File: src/design/assert_macros.svh
// assertion macros used by the q24.8 alu top-level rtl
// no dependencies; define SYNTH to strip the checks
`ifndef ASSERT_MACROS_SVH
`define ASSERT_MACROS_SVH
`ifndef SYNTH
`define ASSERT_ALWAYS(lbl, clk, rst_n, expr, msg) \
    lbl: assert property (@(posedge clk) disable iff (!rst_n) (expr)) else $error(msg);
`define ASSERT_IMPLY(lbl, clk, rst_n, ante, cons, msg) \
    lbl: assert property (@(posedge clk) disable iff (!rst_n) (ante) |-> (cons)) else $error(msg);
`else
`define ASSERT_ALWAYS(lbl, clk, rst_n, expr, msg)
`define ASSERT_IMPLY(lbl, clk, rst_n, ante, cons, msg)
`endif
`endif

File: src/design/q24a_pkg.sv
// package for the q24.8 fixed-point alu: widths, opcodes, error codes,
// shared structs and the saturation helpers; no dependencies
package q24a_pkg;

    localparam int DW         = 32;
    localparam int FB         = 8;
    localparam int OPW        = 4;
    localparam int MAGW       = 2 * DW + 1;
    localparam int DIV_BITS   = 4;
    localparam int QW         = DW + FB + 1;
    localparam int DIV_STAGES = (QW + DIV_BITS - 1) / DIV_BITS;
    localparam int NPW        = DIV_STAGES * DIV_BITS;
    localparam int RW         = DW + 1;
    localparam int MUL_LAT    = 2;
    localparam int MUL_DLY    = DIV_STAGES - MUL_LAT;

    localparam logic [OPW-1:0] OP_ADD    = 4'd0;
    localparam logic [OPW-1:0] OP_SUB    = 4'd1;
    localparam logic [OPW-1:0] OP_MUL    = 4'd2;
    localparam logic [OPW-1:0] OP_DIV    = 4'd3;
    localparam logic [OPW-1:0] OP_CMP    = 4'd4;
    localparam logic [OPW-1:0] OP_MIN    = 4'd5;
    localparam logic [OPW-1:0] OP_MAX    = 4'd6;
    localparam logic [OPW-1:0] OP_INC    = 4'd7;
    localparam logic [OPW-1:0] OP_DEC    = 4'd8;
    localparam logic [OPW-1:0] OP_FROM_I = 4'd9;
    localparam logic [OPW-1:0] OP_TO_I   = 4'd10;

    localparam logic [1:0] ERR_NONE = 2'd0;
    localparam logic [1:0] ERR_OVF  = 2'd1;
    localparam logic [1:0] ERR_DIV0 = 2'd2;

    localparam logic signed [DW-1:0] VAL_MAX = {1'b0, {(DW-1){1'b1}}};
    localparam logic signed [DW-1:0] VAL_MIN = {1'b1, {(DW-1){1'b0}}};
    localparam logic [MAGW-1:0] MAG_POS_LIM = {{(MAGW-DW+1){1'b0}}, {(DW-1){1'b1}}};
    localparam logic [MAGW-1:0] MAG_NEG_LIM = MAG_POS_LIM + MAGW'(1);
    localparam logic [MAGW-1:0] HALF_M = MAGW'((1 << FB) >> 1);

    typedef struct packed {
        logic signed [DW-1:0] val;
        logic                 ovf;
    } t_sat;

    typedef struct packed {
        logic lt;
        logic gt;
        logic eq;
    } t_flags;

    typedef struct packed {
        logic                 vld;
        logic [OPW-1:0]       op;
        logic signed [DW-1:0] val;
        logic [1:0]           err;
        t_flags               flags;
        logic                 div_neg;
    } t_side;

    // clamp a magnitude with a sign into the signed data range
    function automatic t_sat sat_mag(input logic [MAGW-1:0] mag, input logic neg);
        t_sat s;
        s.ovf = 1'b0;
        s.val = $signed(mag[DW-1:0]);
        if (neg) begin
            if (mag > MAG_NEG_LIM) begin
                s.val = VAL_MIN;
                s.ovf = 1'b1;
            end else begin
                s.val = $signed(-mag[DW-1:0]);
            end
        end else if (mag > MAG_POS_LIM) begin
            s.val = VAL_MAX;
            s.ovf = 1'b1;
        end
        return s;
    endfunction

    // clamp a one-bit-wider signed sum
    function automatic t_sat sat_wide(input logic signed [DW:0] v);
        t_sat s;
        s.ovf = v[DW] ^ v[DW-1];
        s.val = s.ovf ? (v[DW] ? VAL_MIN : VAL_MAX) : $signed(v[DW-1:0]);
        return s;
    endfunction

endpackage

File: src/design/q24a_mul.sv
// two-stage magnitude multiplier with round-half-away and saturation
// depends on q24a_pkg
module q24a_mul (
    input  logic                    i_clk,
    input  logic [q24a_pkg::DW-1:0] i_mag_a,
    input  logic [q24a_pkg::DW-1:0] i_mag_b,
    input  logic                    i_neg,
    output q24a_pkg::t_sat          o_res
);
    import q24a_pkg::*;

    logic [2*DW-1:0] r_prod;
    logic            r_neg;
    t_sat            r_res;
    logic [MAGW-1:0] rnd;

    always_ff @(posedge i_clk) begin
        r_prod <= i_mag_a * i_mag_b;
        r_neg  <= i_neg;
    end

    // add half an lsb then drop the fraction bits
    assign rnd = (MAGW'(r_prod) + HALF_M) >> FB;

    always_ff @(posedge i_clk) begin
        r_res <= sat_mag(rnd, r_neg);
    end

    assign o_res = r_res;
endmodule

File: config.mk
export PLATFORM = sky130hd
export DESIGN_NAME = q24a_mul
export DESIGN_NICKNAME = d
export VERILOG_FILES = /design/src/design/assert_macros.svh /design/src/design/q24a_pkg.sv /design/src/design/q24a_mul.sv
export SDC_FILE = /design/constraint.sdc
export NUM_CORES = 2
export LEC_CHECK = 0
export BUFFER_PORTS_ARGS = -buffer_cell sky130_fd_sc_hd__buf_4
export CORE_ASPECT_RATIO = 0.8
export CORE_MARGIN = 4
export CORE_UTILIZATION = 33
export CTS_CLUSTER_DIAMETER = 120
export DETAILED_ROUTE_END_ITERATION = 16
export PLACE_DENSITY_LB_ADDON = 0.1
export SYNTH_ARGS = -nofsm -noshare
export SYNTH_HDL_FRONTEND = slang
export SYNTH_SLANG_ARGS = --single-unit
File: constraint.sdc
create_clock -name i_clk -period 8.3 [get_ports i_clk]
set_input_delay 0.415 -clock i_clk [delete_from_list [all_inputs] [get_ports i_clk]]
set_output_delay 0.415 -clock i_clk [all_outputs]
set_load 0.01 [all_outputs]
# Word-level counts from Yosys, hierarchy flattened
# Cells that the tools add are included.
# Widths: inputs -> output; s select.
# word_totals
regBits	98
inputBits	66
out_inout_bits	33
word_cells	13
# op_classes
addsub	2
mul	1
n_lt_le_gt_ge	2
muxes	4
# op_table
operator	n
$mux 33	2
$add 64x8->65 const B	1
$mul 32x32->64	1
$gt 57x31->1 const B	1
$gt 57x32->1 const B	1
$mux 32	1
$neg 32->32	1
$mux 1	1

# Longest topological paths before layout
# logic_depth
ltp_word	4
depth_mapped	29
ltp_nobuf	28

# Worst setup path before layout
# No wires, ideal clock.
# synth_path
path_kind	input -> register
from	input i_mag_b[2] in the netlist's numbering
to	register r_prod[56]
setup_time_ns	0.123
arrival_time_ns	7.204
required_ns	8.177
slack_ns	0.973
path_stages	26
path_buffers	2
path_cell_list	clkbuf_1 and2_1 fa_1 inv_1 fa_1 fa_1 fa_1 inv_1 fa_1 inv_1 fa_1 inv_1 fa_1 fa_1 ha_1 clkbuf_1 o21ai_0 o21bai_1 a31oi_1 a31oi_1 a21oi_1 o2111ai_1 a311o_1 a21oi_1 o21ai_1 xor2_1
# synth_via
elab_chain_len	1
# synth_lines
element	line	rtl
start: declaration	q24a_mul.sv:6	input logic [q24a_pkg::DW-1:0] i_mag_b,
$mul 32x32->64	q24a_mul.sv:18	r_prod <= i_mag_a * i_mag_b;
end signal: assignment	q24a_mul.sv:18	
end: declaration	q24a_mul.sv:12	logic [2*DW-1:0] r_prod;
# Every way passes these cells.

# Final worst setup path
# layout_path
from	input i_mag_a[12] in the netlist's numbering
to	register r_prod[56]
# layout_via
elab_chain_len	1
# layout_lines
element	line	rtl
start: declaration	q24a_mul.sv:5	input logic [q24a_pkg::DW-1:0] i_mag_a,
$mul 32x32->64	q24a_mul.sv:18	
# Every way passes these cells.

==> impl_metrics.json <==
{
  "dr_total_vias": 26600,
  "ioPinCount": 99,
  "ys_seq_area_frac": 0.0487,
  "grt_pass1_vias": 29200,
  "clkLatencyLatePin_ps": 360,
  "synth_edf_count": 0,
  "dp_hpwl_um": 93100,
  "cts_resized": 0,
  "synth_cell_types": 78,
  "first_pass_iters": 5,
  "drive_gt1_frac": 0.0554,
  "drv_slew": 0,
  "critPathCaptureType": "register",
  "grt.overflow.total": 0,
  "detail-route-antenna-nets": 0,
  "synth-seq-cells": 91,
  "cts-htree-levels": 3,
  "root_buffer": "clkbuf_16",
  "area_delta_synth_final_pct": 6.69,
  "yosysTopAreaCellShare": 0.479,
  "netlist_area_um2": 37400,
  "yosysTopAreaCell": "fa_1",
  "routedWlPerCell_um": 19.6,
  "dieArea_um2": 119000,
  "cp.required_ps": 8550,
  "fp.dieW_um": 384,
  "cp-start-kind": "input pin",
  "grt_use_total": 0.191,
  "vias_per_cell": 4.73,
  "coreArea_um2": 112000,
  "num_rows": 110,
  "worstSetupPathType": "in -> reg",
  "wl_um": 110000,
  "cts.sinks": 91,
  "layout_min_cycle_time_ps": 7880,
  "relSlewSlack": 0.325,
  "finClkSkew_ps": 8.94,
  "grt_pass1_wl_um": 176000,
  "async_reset_ff_frac": 0,
  "cts_tree": "done",
  "port_buffers": 98,
  "numCtsBuffers": 9,
  "n_fill_cell": 11800,
  "die_h_um": 309,
  "post_cts_buffers": 0,
  "grt_max_degree": 55,
  "ys_warn_count": 0,
  "setup_tns_ps": 0,
  "max_freq_mhz": 127,
  "period_share": 0.949,
  "status": "completed",
  "path_max_fanout": 26,
  "initial_core_util": 0.333,
  "synthFlopType": "dfxtp_1",
  "clk_path_buf_depth": 2,
  "drc": 0,
  "synth.area.top_cells": "fa_1 48%, and2_1 9.5%, inv_1 9.1%",
  "worst_slew_pin_slew_ps": 1000,
  "drtIter0Drc": 1221,
  "rsz0062_at_grt": "no",
  "hold_violations": 0,
  "maxCapViolations": 0,
  "hold_buffers": 0,
  "path_clk_slew_ps": 70,
  "worstPathArrival_ps": 8120,
  "fin_nets": 5319,
  "setup_viol": 0,
  "synth_area_per_cell_um2": 9.02,
  "synth_cells": 4147,
  "globalplace.congestion": 0.803,
  "antenna_found_initial": 3,
  "hold_class": "in -> reg",
  "syn-num-nets": 5371
}
-- layout by cell type, fill, tap and decap left out, types with 47 or more instances in the layout --
cell type,netlist,routed
inv_1,903,903
nor2_1,65,65
dfxtp_1,91,90
a21oi_1,87,87
buf_4,6,162
ha_1,263,263
nand2_1,534,534
nand3_1,47,47
xnor2_1,60,60
fa_1,895,895
and2_1,569,569
-- worst max-delay path: stages --
cell and delay (ps):
buf_4 310, and2_1 220, fa_1 450, fa_1 500, fa_1 530, inv_1 70, fa_1 490, inv_1 60
fa_1 510, inv_1 60, fa_1 530, inv_1 50, fa_1 510, fa_1 430, ha_1 390, o21ai_0 290
o21bai_1 160, a31oi_1 340, a31oi_1 230, a21oi_1 200, buf_4 170, o2111ai_1 240, a311o_1 420, a21oi_1 240
o21ai_1 110, xor2_1 140
-- metal layers --
layer	wire, um	GRT usage	vias to the layer above	part of all wire
li1	-	-	12200	-
met1	50700	0.266	13900	0.46
met2	54700	0.332	398	0.50
met3	2890	0.0171	78	0.026
met4	1600	0.0284	0	0.015
met5	0	0	-	0
-- sequential cells by signal (all words and copies together), names as in the netlist --
name	count
o_res	33
r_prod	57
r_neg	1
-- per-stage QoR --
step                      hold WS, ps  std cells   util  worst slack [ps]  cell area [um2]
after CTS                         142       5612  0.355               400            39900
final                             153       5616  0.355               422            39900
after detailed placement          526       5596  0.352              81.2            39600
after global routing              137       5615  0.355              48.0            39900
after floorplan                   443       4147      -               973            37400
after global placement            522       5596  0.352               139            39600
-- cell usage after synthesis, types with 4 or more instances --
cell,n
a31oi_1,22
and4_1,12
a21o_1,31
buf_1,4
mux2i_1,4
nand2b_1,6
a21oi_2,17
and3_1,16
clkbuf_1,201
buf_2,11
or3_1,10
xnor2_1,60
a211oi_1,6
and2_1,569
nand2_1,534
ha_1,263
fa_1,895
a211o_1,4
a41oi_1,5
dfxtp_1,91
o211ai_1,5
o31ai_1,4
nor2_1,65
nand3_1,47
o21bai_1,16
inv_1,903
o31a_1,19
nor4_1,11
o21a_1,5
xor2_1,40
nor2b_1,10
a21oi_1,87
nor3_1,22
buf_6,4
o21ai_0,36
nand4_1,40
buf_4,6
-- cells by family after synthesis --
kind of cell	share of synthesized area
AO/OA/AOI/OAI	0.0529
XOR/XNOR	0.0239
adder cells (fa/ha/maj)	0.567
buffers and inverters	0.115
flip-flops	0.0487
multiplexers	0.00167
AND/OR/NAND/NOR	0.191
-- worst paths after layout --
path / startpoint / end / slack (ps) / depth (start not counted)
worst min register to register: r_prod[29]$_DFF_P_ / o_res[22]$_DFF_P_ / 710 / 3
worst max-delay path: i_mag_a[12] / r_prod[56]$_DFF_P_ / 420 / 26
worst min-delay path: i_neg / r_neg$_DFF_P_ / 150 / 1
worst max register to register: r_prod[8]$_DFF_P_ / o_res[16]$_DFF_P_ / 3650 / 11
-- cell type report --
cell class | count | area (um2) | area share
inverter | 903 | 3390 | 0.0850
timing repair buffer | 163 | 1240 | 0.0310
clock inverter | 6 | 47.5 | 0.00119
multi-input combinational | 2927 | 31300 | 0.784
tap | 1512 | 1890 | 0.0474
sequential | 91 | 1820 | 0.0457
clock buffer | 10 | 229 | 0.00574
antenna | 4 | 10.0 | 0.000251
Power is not shown: default switching activity piles up to over one toggle a cycle in this logic, so the estimate is an artifact.
