<file path="config.mk">
export PLATFORM = sky130hd
export DESIGN_NAME = q24a_div
export DESIGN_NICKNAME = d
export VERILOG_FILES = /design/src/design/assert_macros.svh /design/src/design/q24a_pkg.sv /design/src/design/q24a_div.sv
export SDC_FILE = /design/constraint.sdc
export NUM_CORES = 2
export LEC_CHECK = 0
export ABC_CLOCK_PERIOD_IN_PS = 13500
export BUFFER_PORTS_ARGS = -buffer_cell sky130_fd_sc_hd__buf_2
export CELL_PAD_IN_SITES_DETAIL_PLACEMENT = 0
export CELL_PAD_IN_SITES_GLOBAL_PLACEMENT = 2
export CORE_ASPECT_RATIO = 1.5
export CORE_UTILIZATION = 37
export DETAILED_ROUTE_END_ITERATION = 10
export PLACE_DENSITY_LB_ADDON = 0.1
export RECOVER_POWER = 25
export REMOVE_ABC_BUFFERS = 1
export SYNTH_ARGS = -nofsm -noshare
export SYNTH_HDL_FRONTEND = slang
export SYNTH_SLANG_ARGS = --single-unit
export TNS_END_PERCENT = 100
</file>
<file path="constraint.sdc">
create_clock -name i_clk -period 13.5 [get_ports i_clk]
set_clock_uncertainty 0.1 [all_clocks]
set_input_delay 0 -clock i_clk [delete_from_list [all_inputs] [get_ports i_clk]]
set_output_delay 0 -clock i_clk [all_outputs]
set_load 0.005 [all_outputs]
</file>
<file path="src/design/assert_macros.svh">
// assertion macros used by the q24.8 alu top-level rtl
// no dependencies; define SYNTH to strip the checks
`ifndef ASSERT_MACROS_SVH
`define ASSERT_MACROS_SVH
`ifndef SYNTH
`define ASSERT_ALWAYS(lbl, clk, rst_n, expr, msg) \
    lbl: assert property (@(posedge clk) disable iff (!rst_n) (expr)) else $error(msg);
`define ASSERT_IMPLY(lbl, clk, rst_n, ante, cons, msg) \
    lbl: assert property (@(posedge clk) disable iff (!rst_n) (ante) |-> (cons)) else $error(msg);
`else
`define ASSERT_ALWAYS(lbl, clk, rst_n, expr, msg)
`define ASSERT_IMPLY(lbl, clk, rst_n, ante, cons, msg)
`endif
`endif

</file>
<file path="src/design/q24a_pkg.sv">
// package for the q24.8 fixed-point alu: widths, opcodes, error codes,
// shared structs and the saturation helpers; no dependencies
package q24a_pkg;

    localparam int DW         = 32;
    localparam int FB         = 8;
    localparam int OPW        = 4;
    localparam int MAGW       = 2 * DW + 1;
    localparam int DIV_BITS   = 4;
    localparam int QW         = DW + FB + 1;
    localparam int DIV_STAGES = (QW + DIV_BITS - 1) / DIV_BITS;
    localparam int NPW        = DIV_STAGES * DIV_BITS;
    localparam int RW         = DW + 1;
    localparam int MUL_LAT    = 2;
    localparam int MUL_DLY    = DIV_STAGES - MUL_LAT;

    localparam logic [OPW-1:0] OP_ADD    = 4'd0;
    localparam logic [OPW-1:0] OP_SUB    = 4'd1;
    localparam logic [OPW-1:0] OP_MUL    = 4'd2;
    localparam logic [OPW-1:0] OP_DIV    = 4'd3;
    localparam logic [OPW-1:0] OP_CMP    = 4'd4;
    localparam logic [OPW-1:0] OP_MIN    = 4'd5;
    localparam logic [OPW-1:0] OP_MAX    = 4'd6;
    localparam logic [OPW-1:0] OP_INC    = 4'd7;
    localparam logic [OPW-1:0] OP_DEC    = 4'd8;
    localparam logic [OPW-1:0] OP_FROM_I = 4'd9;
    localparam logic [OPW-1:0] OP_TO_I   = 4'd10;

    localparam logic [1:0] ERR_NONE = 2'd0;
    localparam logic [1:0] ERR_OVF  = 2'd1;
    localparam logic [1:0] ERR_DIV0 = 2'd2;

    localparam logic signed [DW-1:0] VAL_MAX = {1'b0, {(DW-1){1'b1}}};
    localparam logic signed [DW-1:0] VAL_MIN = {1'b1, {(DW-1){1'b0}}};
    localparam logic [MAGW-1:0] MAG_POS_LIM = {{(MAGW-DW+1){1'b0}}, {(DW-1){1'b1}}};
    localparam logic [MAGW-1:0] MAG_NEG_LIM = MAG_POS_LIM + MAGW'(1);
    localparam logic [MAGW-1:0] HALF_M = MAGW'((1 << FB) >> 1);

    typedef struct packed {
        logic signed [DW-1:0] val;
        logic                 ovf;
    } t_sat;

    typedef struct packed {
        logic lt;
        logic gt;
        logic eq;
    } t_flags;

    typedef struct packed {
        logic                 vld;
        logic [OPW-1:0]       op;
        logic signed [DW-1:0] val;
        logic [1:0]           err;
        t_flags               flags;
        logic                 div_neg;
    } t_side;

    // clamp a magnitude with a sign into the signed data range
    function automatic t_sat sat_mag(input logic [MAGW-1:0] mag, input logic neg);
        t_sat s;
        s.ovf = 1'b0;
        s.val = $signed(mag[DW-1:0]);
        if (neg) begin
            if (mag > MAG_NEG_LIM) begin
                s.val = VAL_MIN;
                s.ovf = 1'b1;
            end else begin
                s.val = $signed(-mag[DW-1:0]);
            end
        end else if (mag > MAG_POS_LIM) begin
            s.val = VAL_MAX;
            s.ovf = 1'b1;
        end
        return s;
    endfunction

    // clamp a one-bit-wider signed sum
    function automatic t_sat sat_wide(input logic signed [DW:0] v);
        t_sat s;
        s.ovf = v[DW] ^ v[DW-1];
        s.val = s.ovf ? (v[DW] ? VAL_MIN : VAL_MAX) : $signed(v[DW-1:0]);
        return s;
    endfunction

endpackage

</file>
<file path="src/design/q24a_div.sv">
// pipelined restoring divider, DIV_BITS quotient bits per stage
// depends on q24a_pkg
module q24a_div (
    input  logic                     i_clk,
    input  logic [q24a_pkg::NPW-1:0] i_num,
    input  logic [q24a_pkg::DW-1:0]  i_den,
    output logic [q24a_pkg::NPW-1:0] o_quo
);
    import q24a_pkg::*;

    logic [DW-1:0]  r_rem [DIV_STAGES];
    logic [DW-1:0]  r_den [DIV_STAGES];
    logic [NPW-1:0] r_num [DIV_STAGES];
    logic [NPW-1:0] r_quo [DIV_STAGES];

    for (genvar s = 0; s < DIV_STAGES; s++) begin : g_stage
        logic [DW-1:0]  in_rem, in_den, n_rem;
        logic [NPW-1:0] in_num, in_quo, n_num, n_quo;
        logic [RW-1:0]  t;

        if (s == 0) begin : g_first
            assign in_rem = '0;
            assign in_den = i_den;
            assign in_num = i_num;
            assign in_quo = '0;
        end else begin : g_next
            assign in_rem = r_rem[s-1];
            assign in_den = r_den[s-1];
            assign in_num = r_num[s-1];
            assign in_quo = r_quo[s-1];
        end

        always_comb begin
            n_rem = in_rem;
            n_num = in_num;
            n_quo = in_quo;
            t     = '0;
            for (int j = 0; j < DIV_BITS; j++) begin
                t     = {n_rem, n_num[NPW-1]};
                n_num = n_num << 1;
                if (t >= {1'b0, in_den}) begin
                    t     = t - {1'b0, in_den};
                    n_quo = {n_quo[NPW-2:0], 1'b1};
                end else begin
                    n_quo = {n_quo[NPW-2:0], 1'b0};
                end
                n_rem = t[DW-1:0];
            end
        end

        always_ff @(posedge i_clk) begin
            r_rem[s] <= n_rem;
            r_den[s] <= in_den;
            r_num[s] <= n_num;
            r_quo[s] <= n_quo;
        end
    end

    assign o_quo = r_quo[DIV_STAGES-1];
endmodule

</file>
======== Word-level counts from Yosys, hierarchy flattened ========
Memories as Yosys holds them, arrays and structs flattened.
Index checks and enable logic that the tools add are counted.
word-level totals
  RAM bits ................................ 1628
  input port bits ......................... 77
  output and inout bits ................... 44
  register bits after elaboration ......... 0
  word-level logic and storage cells ...... 180
  memories kept ........................... 4
operators by class
  add/subtract/negate cells ............... 44
  order comparisons ....................... 44
  muxes and demuxes ....................... 88
memory list
  memory  words  width  read ports  clocked after Yosys merged registers in  wr ports  line            RTL
  r_quo   11     44     11          0                                        11        q24a_div.sv:14  logic [NPW-1:0] r_quo [DIV_STAGES];
  r_num   11     40     10          0                                        11        q24a_div.sv:13  logic [NPW-1:0] r_num [DIV_STAGES];
  r_den   11     32     10          0                                        11        q24a_div.sv:12  logic [DW-1:0] r_den [DIV_STAGES];
  r_rem   11     32     10          0                                        11        q24a_div.sv:11  logic [DW-1:0] r_rem [DIV_STAGES];
operators by type and width
  operator                                                        count
  33-bit by 32-bit greater-or-equal comparator with 1-bit output  43
  32-bit 2-to-1 mux                                               44
  32-bit subtractor                                               43
  1-bit 2-to-1 mux                                                44
  1-bit by 32-bit greater-or-equal comparator with 1-bit output   1
  1-bit by 32-bit subtractor with 32-bit output                   1

======== Depth between registers and ports, before layout ========
An unclocked memory read counts as a cell.
  depth after elaboration ................. 9
  gate-level depth with buffers ........... 66
  depth with buffers taken out ............ 60

======== Least setup slack after synthesis ========
No wires, ideal clock.
  kind .................................... flip-flop to flip-flop
  start ................................... mem r_den[6][1]
  end ..................................... mem r_rem[7][23]
  arrival time ............................ 12.731 ns
  required time ........................... 13.279 ns
  period minus slack after synthesis ...... 12.952 ns
  path buffers ............................ 6
  path slack .............................. 0.548 ns
  cell stages (with the launch flop) ...... 60
  library setup time ...................... 0.121 ns
  path through ............................ dfxtp_1 inv_1 ha_1 nor2b_1 o21ai_0 and2_1 o211ai_1 a31o_2 o21ai_1 o31ai_1 a41o_1 buf_1 clkbuf_1 nor2_1 a21oi_1 ha_1 a21oi_1 o21ai_0 (+24 left out) clkbuf_1 mux2_2 ha_1 a21oi_1 nor2_1 o311ai_0 a211oi_1 o21bai_1 a21boi_0 o21ai_0 a21oi_1 o221a_2 a211o_1 a21oi_1 o21ai_0 a211oi_2 buf_2 mux2_2
RTL lines
  what         line
  from (decl)  q24a_div.sv:12
  to (decl)    q24a_div.sv:11

==> out/metrics.csv <==
stage,metric,value,unit
worst_setup_path,worst path bufs/invs,9,
place,input/output buffers,120,
synthesis,number of distinct library cell variants in the gate-level netlist after synthesis,105,
synthesis,number of enable-type register cells in the synthesized netlist,0,
synthesis,Post-Synthesis Cell Area,0.103,mm2
detailed_routing,Starting DRT DRC Count,4966,
worst_setup_path,master of the slowest instance on the critical path,sky130_fd_sc_hd__fa_1,
clock_network,maximum clock insertion buffer count,3,
worst_setup_path,maximum net fanout on the critical path,17,
clock_network,number of levels the H-tree was split into,3,
die,floorplan die width,434,um
global_routing,pin count of the biggest net entering global routing,49,
detailed_routing,overall via count from detail_route,98900,
timing,pins over their slew limit,0,
clock_network,CTS tree,yes,
die,initial cell density of the core,37.2,%
timing,Slew @ Worst Pin,1.14,ns
detailed_routing,first-pass iteration count of the detailed router,6,
timing,Max-Slew Margin vs Limit,24.2,%
cells_and_area,Post-Route Utilization,44.8,%
timing,number of failing setup endpoints in the final timing report,0,
detailed_routing,antenna-violating nets left,0,
worst_setup_path,kind of critical path,flop to flop,
die,area of the die,0.282,mm2
synthesis,synthesis-stage register bit count,1124,
cells_and_area,Area Growth Syn to Fin,20.4,%
flow_run,max-capacitance violation count,0,
worst_setup_path,Most common cell on crit path,sky130_fd_sc_hd__a21oi_1,
synthesis,most used flip-flop cell after synthesis,sky130_fd_sc_hd__dfxtp_1,
clock_network,clock transition at the register clock pins on the worst setup and hold paths after CTS,0.06,ns
worst_setup_path,Worst setup EP type,flop,
clock_network,library cell used as clock root buffer,sky130_fd_sc_hd__clkbuf_16,
global_routing,total congestion overflow after global routing,0,
detailed_routing,final routed DRC violation total,0,
cells_and_area,total area of sequential cells,0.0225,mm2
die,height of the die,650,um
cells_and_area,net total in the final layout,15600,
synthesis,post-synthesis average cell area,8.20,um2
die,I/O pins,121,
timing,Final Hold Violating Endpoints,0,
place,detailed placer's ending HPWL,349,mm
clock_network,CTS Buf Count,116,
synthesis,synthesized instance count,12600,
worst_setup_path,largest delay contributor family on the critical path,compound AO/OA/AOI/OAI gates,
cells_and_area,layout cell share with drive strength beyond 1,18.0,%
place,placer congestion estimate,0.957,
worst_setup_path,largest incremental delay on the critical path,0.43,ns
die,number of rows in the core area,237,
global_routing,global-route wire length before repair,603,mm
synthesis,share of async-settable or async-resettable flops after synthesis,0,%
worst_setup_path,critical path data required time,14.06,ns
timing,min cycle time layout,12.85,ns
cells_and_area,area used by multi-input combinational logic,0.0776,mm2
detailed_routing,sum of routed wire length over all layers,411,mm
cells_and_area,fillers,27900,
worst_setup_path,arrival time at the worst endpoint,13.41,ns
detailed_routing,average routed wire per standard cell,22.9,um
clock_network,later-pin clock latency in the skew report,0.81,ns
timing,setup repair after global routing missed its margin,false,
timing,Tcrit/Tclk final,95.2,%
run_status,result of the run,finished clean,
detailed_routing,via density per instance,5.51,
global_routing,Total GRT Usage,28.2,%
synthesis,total number of yosys warnings,0,
clock_network,total clock sinks,1124,
synthesis,"Seq/Total Area, Yosys",21.7,%
global_routing,number of antenna violations at the first check in global routing,18,
timing,Final TNS setup,0,ns
worst_setup_path,type of origin of the critical path,flop,
timing,maximum operating frequency,0.0778,GHz
global_routing,via count of the first global-routing pass,99300,
die,Core Area,0.278,mm2
min_path,worst min path class,primary input to flop,
-- path summary, 6_finish.rpt --
kind | from | endpoint | slack (ns) | depth (start not counted)
setup reg to reg | r_den[2][0] | r_rem[3][9] | 0.65 | 61
hold / removal | i_num[43] | r_rem[0][3] | 0.15 | 6
hold reg to reg | r_quo[6][22] | r_quo[7][26] | 0.18 | 0
setup / recovery | r_den[2][0] | r_rem[3][9] | 0.65 | 61
-- what timing repair did --
item | 4_1_cts | 5_1_grt
pin swaps | 1 | 21
setup endpoints to repair | 90 | 297
gates cloned | 0 | 6
endpoints found under the hold margin | 94 | 0
hold buffers | 149 | 0
setup buffers | 2 | 22
gates resized for setup | 10 | 179
-- state kept, by name (all words and copies together) (netlist names) --
name   flops
r_rem    320
r_den    320
r_num    220
r_quo    264
-- final cells by class --
type	instances	share of cell area, %
antenna	18	0.0362
clock buffer	138	2.50
clock inverter	77	0.638
inverter	814	2.48
multi-input combinational	10400	62.3
sequential	1124	18.1
tap	3704	3.72
timing repair buffer	1625	10.3
-- metrics by stage --
step,cell area [um2],instances,worst slack (ns),hold WS [ns]
floorplan,102000,12400,-3.78,-0.0723
global placement,118000,17500,-0.457,0.00322
detailed placement,118000,17500,-0.535,0.00357
CTS,124000,17900,0.0330,0.0997
global route,125000,17900,0.000377,0.157
finish,125000,17900,0.646,0.151
-- logic make-up after synthesis --
kind of cell / share of synthesized area (%)
adder cells (fa/ha/maj): 17.5
flip-flops: 21.7
AND/OR/NAND/NOR: 14.9
XOR/XNOR: 9.38
AO/OA/AOI/OAI: 24.5
multiplexers: 7.99
buffers and inverters: 3.98
-- tightest hold or removal path: stages --
cell and delay (ns):
sky130_fd_sc_hd__buf_2 0.08, sky130_fd_sc_hd__inv_1 0.04, sky130_fd_sc_hd__mux2i_1 0.28, sky130_fd_sc_hd__mux2_2 0.25
sky130_fd_sc_hd__mux2_2 0.16, sky130_fd_sc_hd__mux2_2 0.16
-- metal layers --
layer  vias to the layer above  routed length, um  global-route usage [%]
met5                         -                  0                       0
met4                         0              31900                    18.8
met3                       806              10900                    2.06
met2                      2036             216000                    53.8
met1                     47100             152000                    28.9
li1                      49000                  -                       -
-- cells in the final DEF, fill, tap and decap left out, types with 38 or more instances in the layout --
cell type	Yosys	routed
sky130_fd_sc_hd__nand2b_1	191	190
sky130_fd_sc_hd__buf_4	1	1306
sky130_fd_sc_hd__nor4_1	67	62
sky130_fd_sc_hd__nand4_1	198	198
sky130_fd_sc_hd__xnor2_1	721	721
sky130_fd_sc_hd__nand3_1	208	204
sky130_fd_sc_hd__nand2_1	835	833
sky130_fd_sc_hd__a21oi_1	1230	1207
sky130_fd_sc_hd__clkbuf_16	0	120
sky130_fd_sc_hd__mux2i_1	87	79
sky130_fd_sc_hd__fa_1	42	42
sky130_fd_sc_hd__inv_1	802	791
sky130_fd_sc_hd__o21bai_1	167	167
sky130_fd_sc_hd__o21a_1	204	204
sky130_fd_sc_hd__o21ai_1	32	59
sky130_fd_sc_hd__a31oi_1	117	112
sky130_fd_sc_hd__and3_1	115	114
sky130_fd_sc_hd__nor2_1	854	847
sky130_fd_sc_hd__a21boi_0	68	65
sky130_fd_sc_hd__and2_1	91	91
sky130_fd_sc_hd__dlygate4sd3_1	0	149
sky130_fd_sc_hd__mux2_1	38	38
sky130_fd_sc_hd__xor2_1	387	387
sky130_fd_sc_hd__nor3_1	229	221
sky130_fd_sc_hd__or3_1	52	52
sky130_fd_sc_hd__dfxtp_1	1124	1106
sky130_fd_sc_hd__a21o_1	661	661
sky130_fd_sc_hd__mux2_4	60	60
sky130_fd_sc_hd__buf_2	31	120
sky130_fd_sc_hd__a211oi_1	83	75
sky130_fd_sc_hd__o211ai_1	61	61
sky130_fd_sc_hd__nor2b_1	184	184
sky130_fd_sc_hd__a221o_1	66	66
sky130_fd_sc_hd__ha_1	1378	1369
sky130_fd_sc_hd__mux2_2	539	539
sky130_fd_sc_hd__o31ai_1	73	69
sky130_fd_sc_hd__or2_2	52	52
sky130_fd_sc_hd__o21ai_0	830	797
-- Yosys cell counts (all sizes together), types with 17 or more instances --
cell type  number  area [um2]
nand3         208        1040
a21o          661        4960
o21a          204        1530
o21bai        167        1250
o31a           23         201
o211ai         62         470
nand4         198        1240
o41ai          28         253
fa             42         841
nand2         835        3130
or2            55         344
clkbuf        181         679
a21boi         72         541
buf            73         384
a22oi          18         135
nor3          230        1160
xnor2         721        6310
xor2          387        3390
ha           1378       17200
o31ai          75         573
dfxtp        1124       22500
o21ai         863        4320
a211oi         87         681
inv           812        3050
a31oi         117         732
mux2i          87         871
a2111oi        19         191
a21oi        1230        6160
nand2b        191        1190
nor4           67         419
a221oi         30         287
and2           92         576
a31o           27         236
and4           32         280
nand3b         17         128
mux2          637        7400
a211o          40         350
a22o           17         149
a221o          66         661
nor2          854        3210
or3            52         325
o32ai          18         158
and3          115         719
nor2b         184        1150
Power is left out: the tool's default activity adds up to more than one toggle a clock period on the data nets, which glitch-free logic cannot reach.
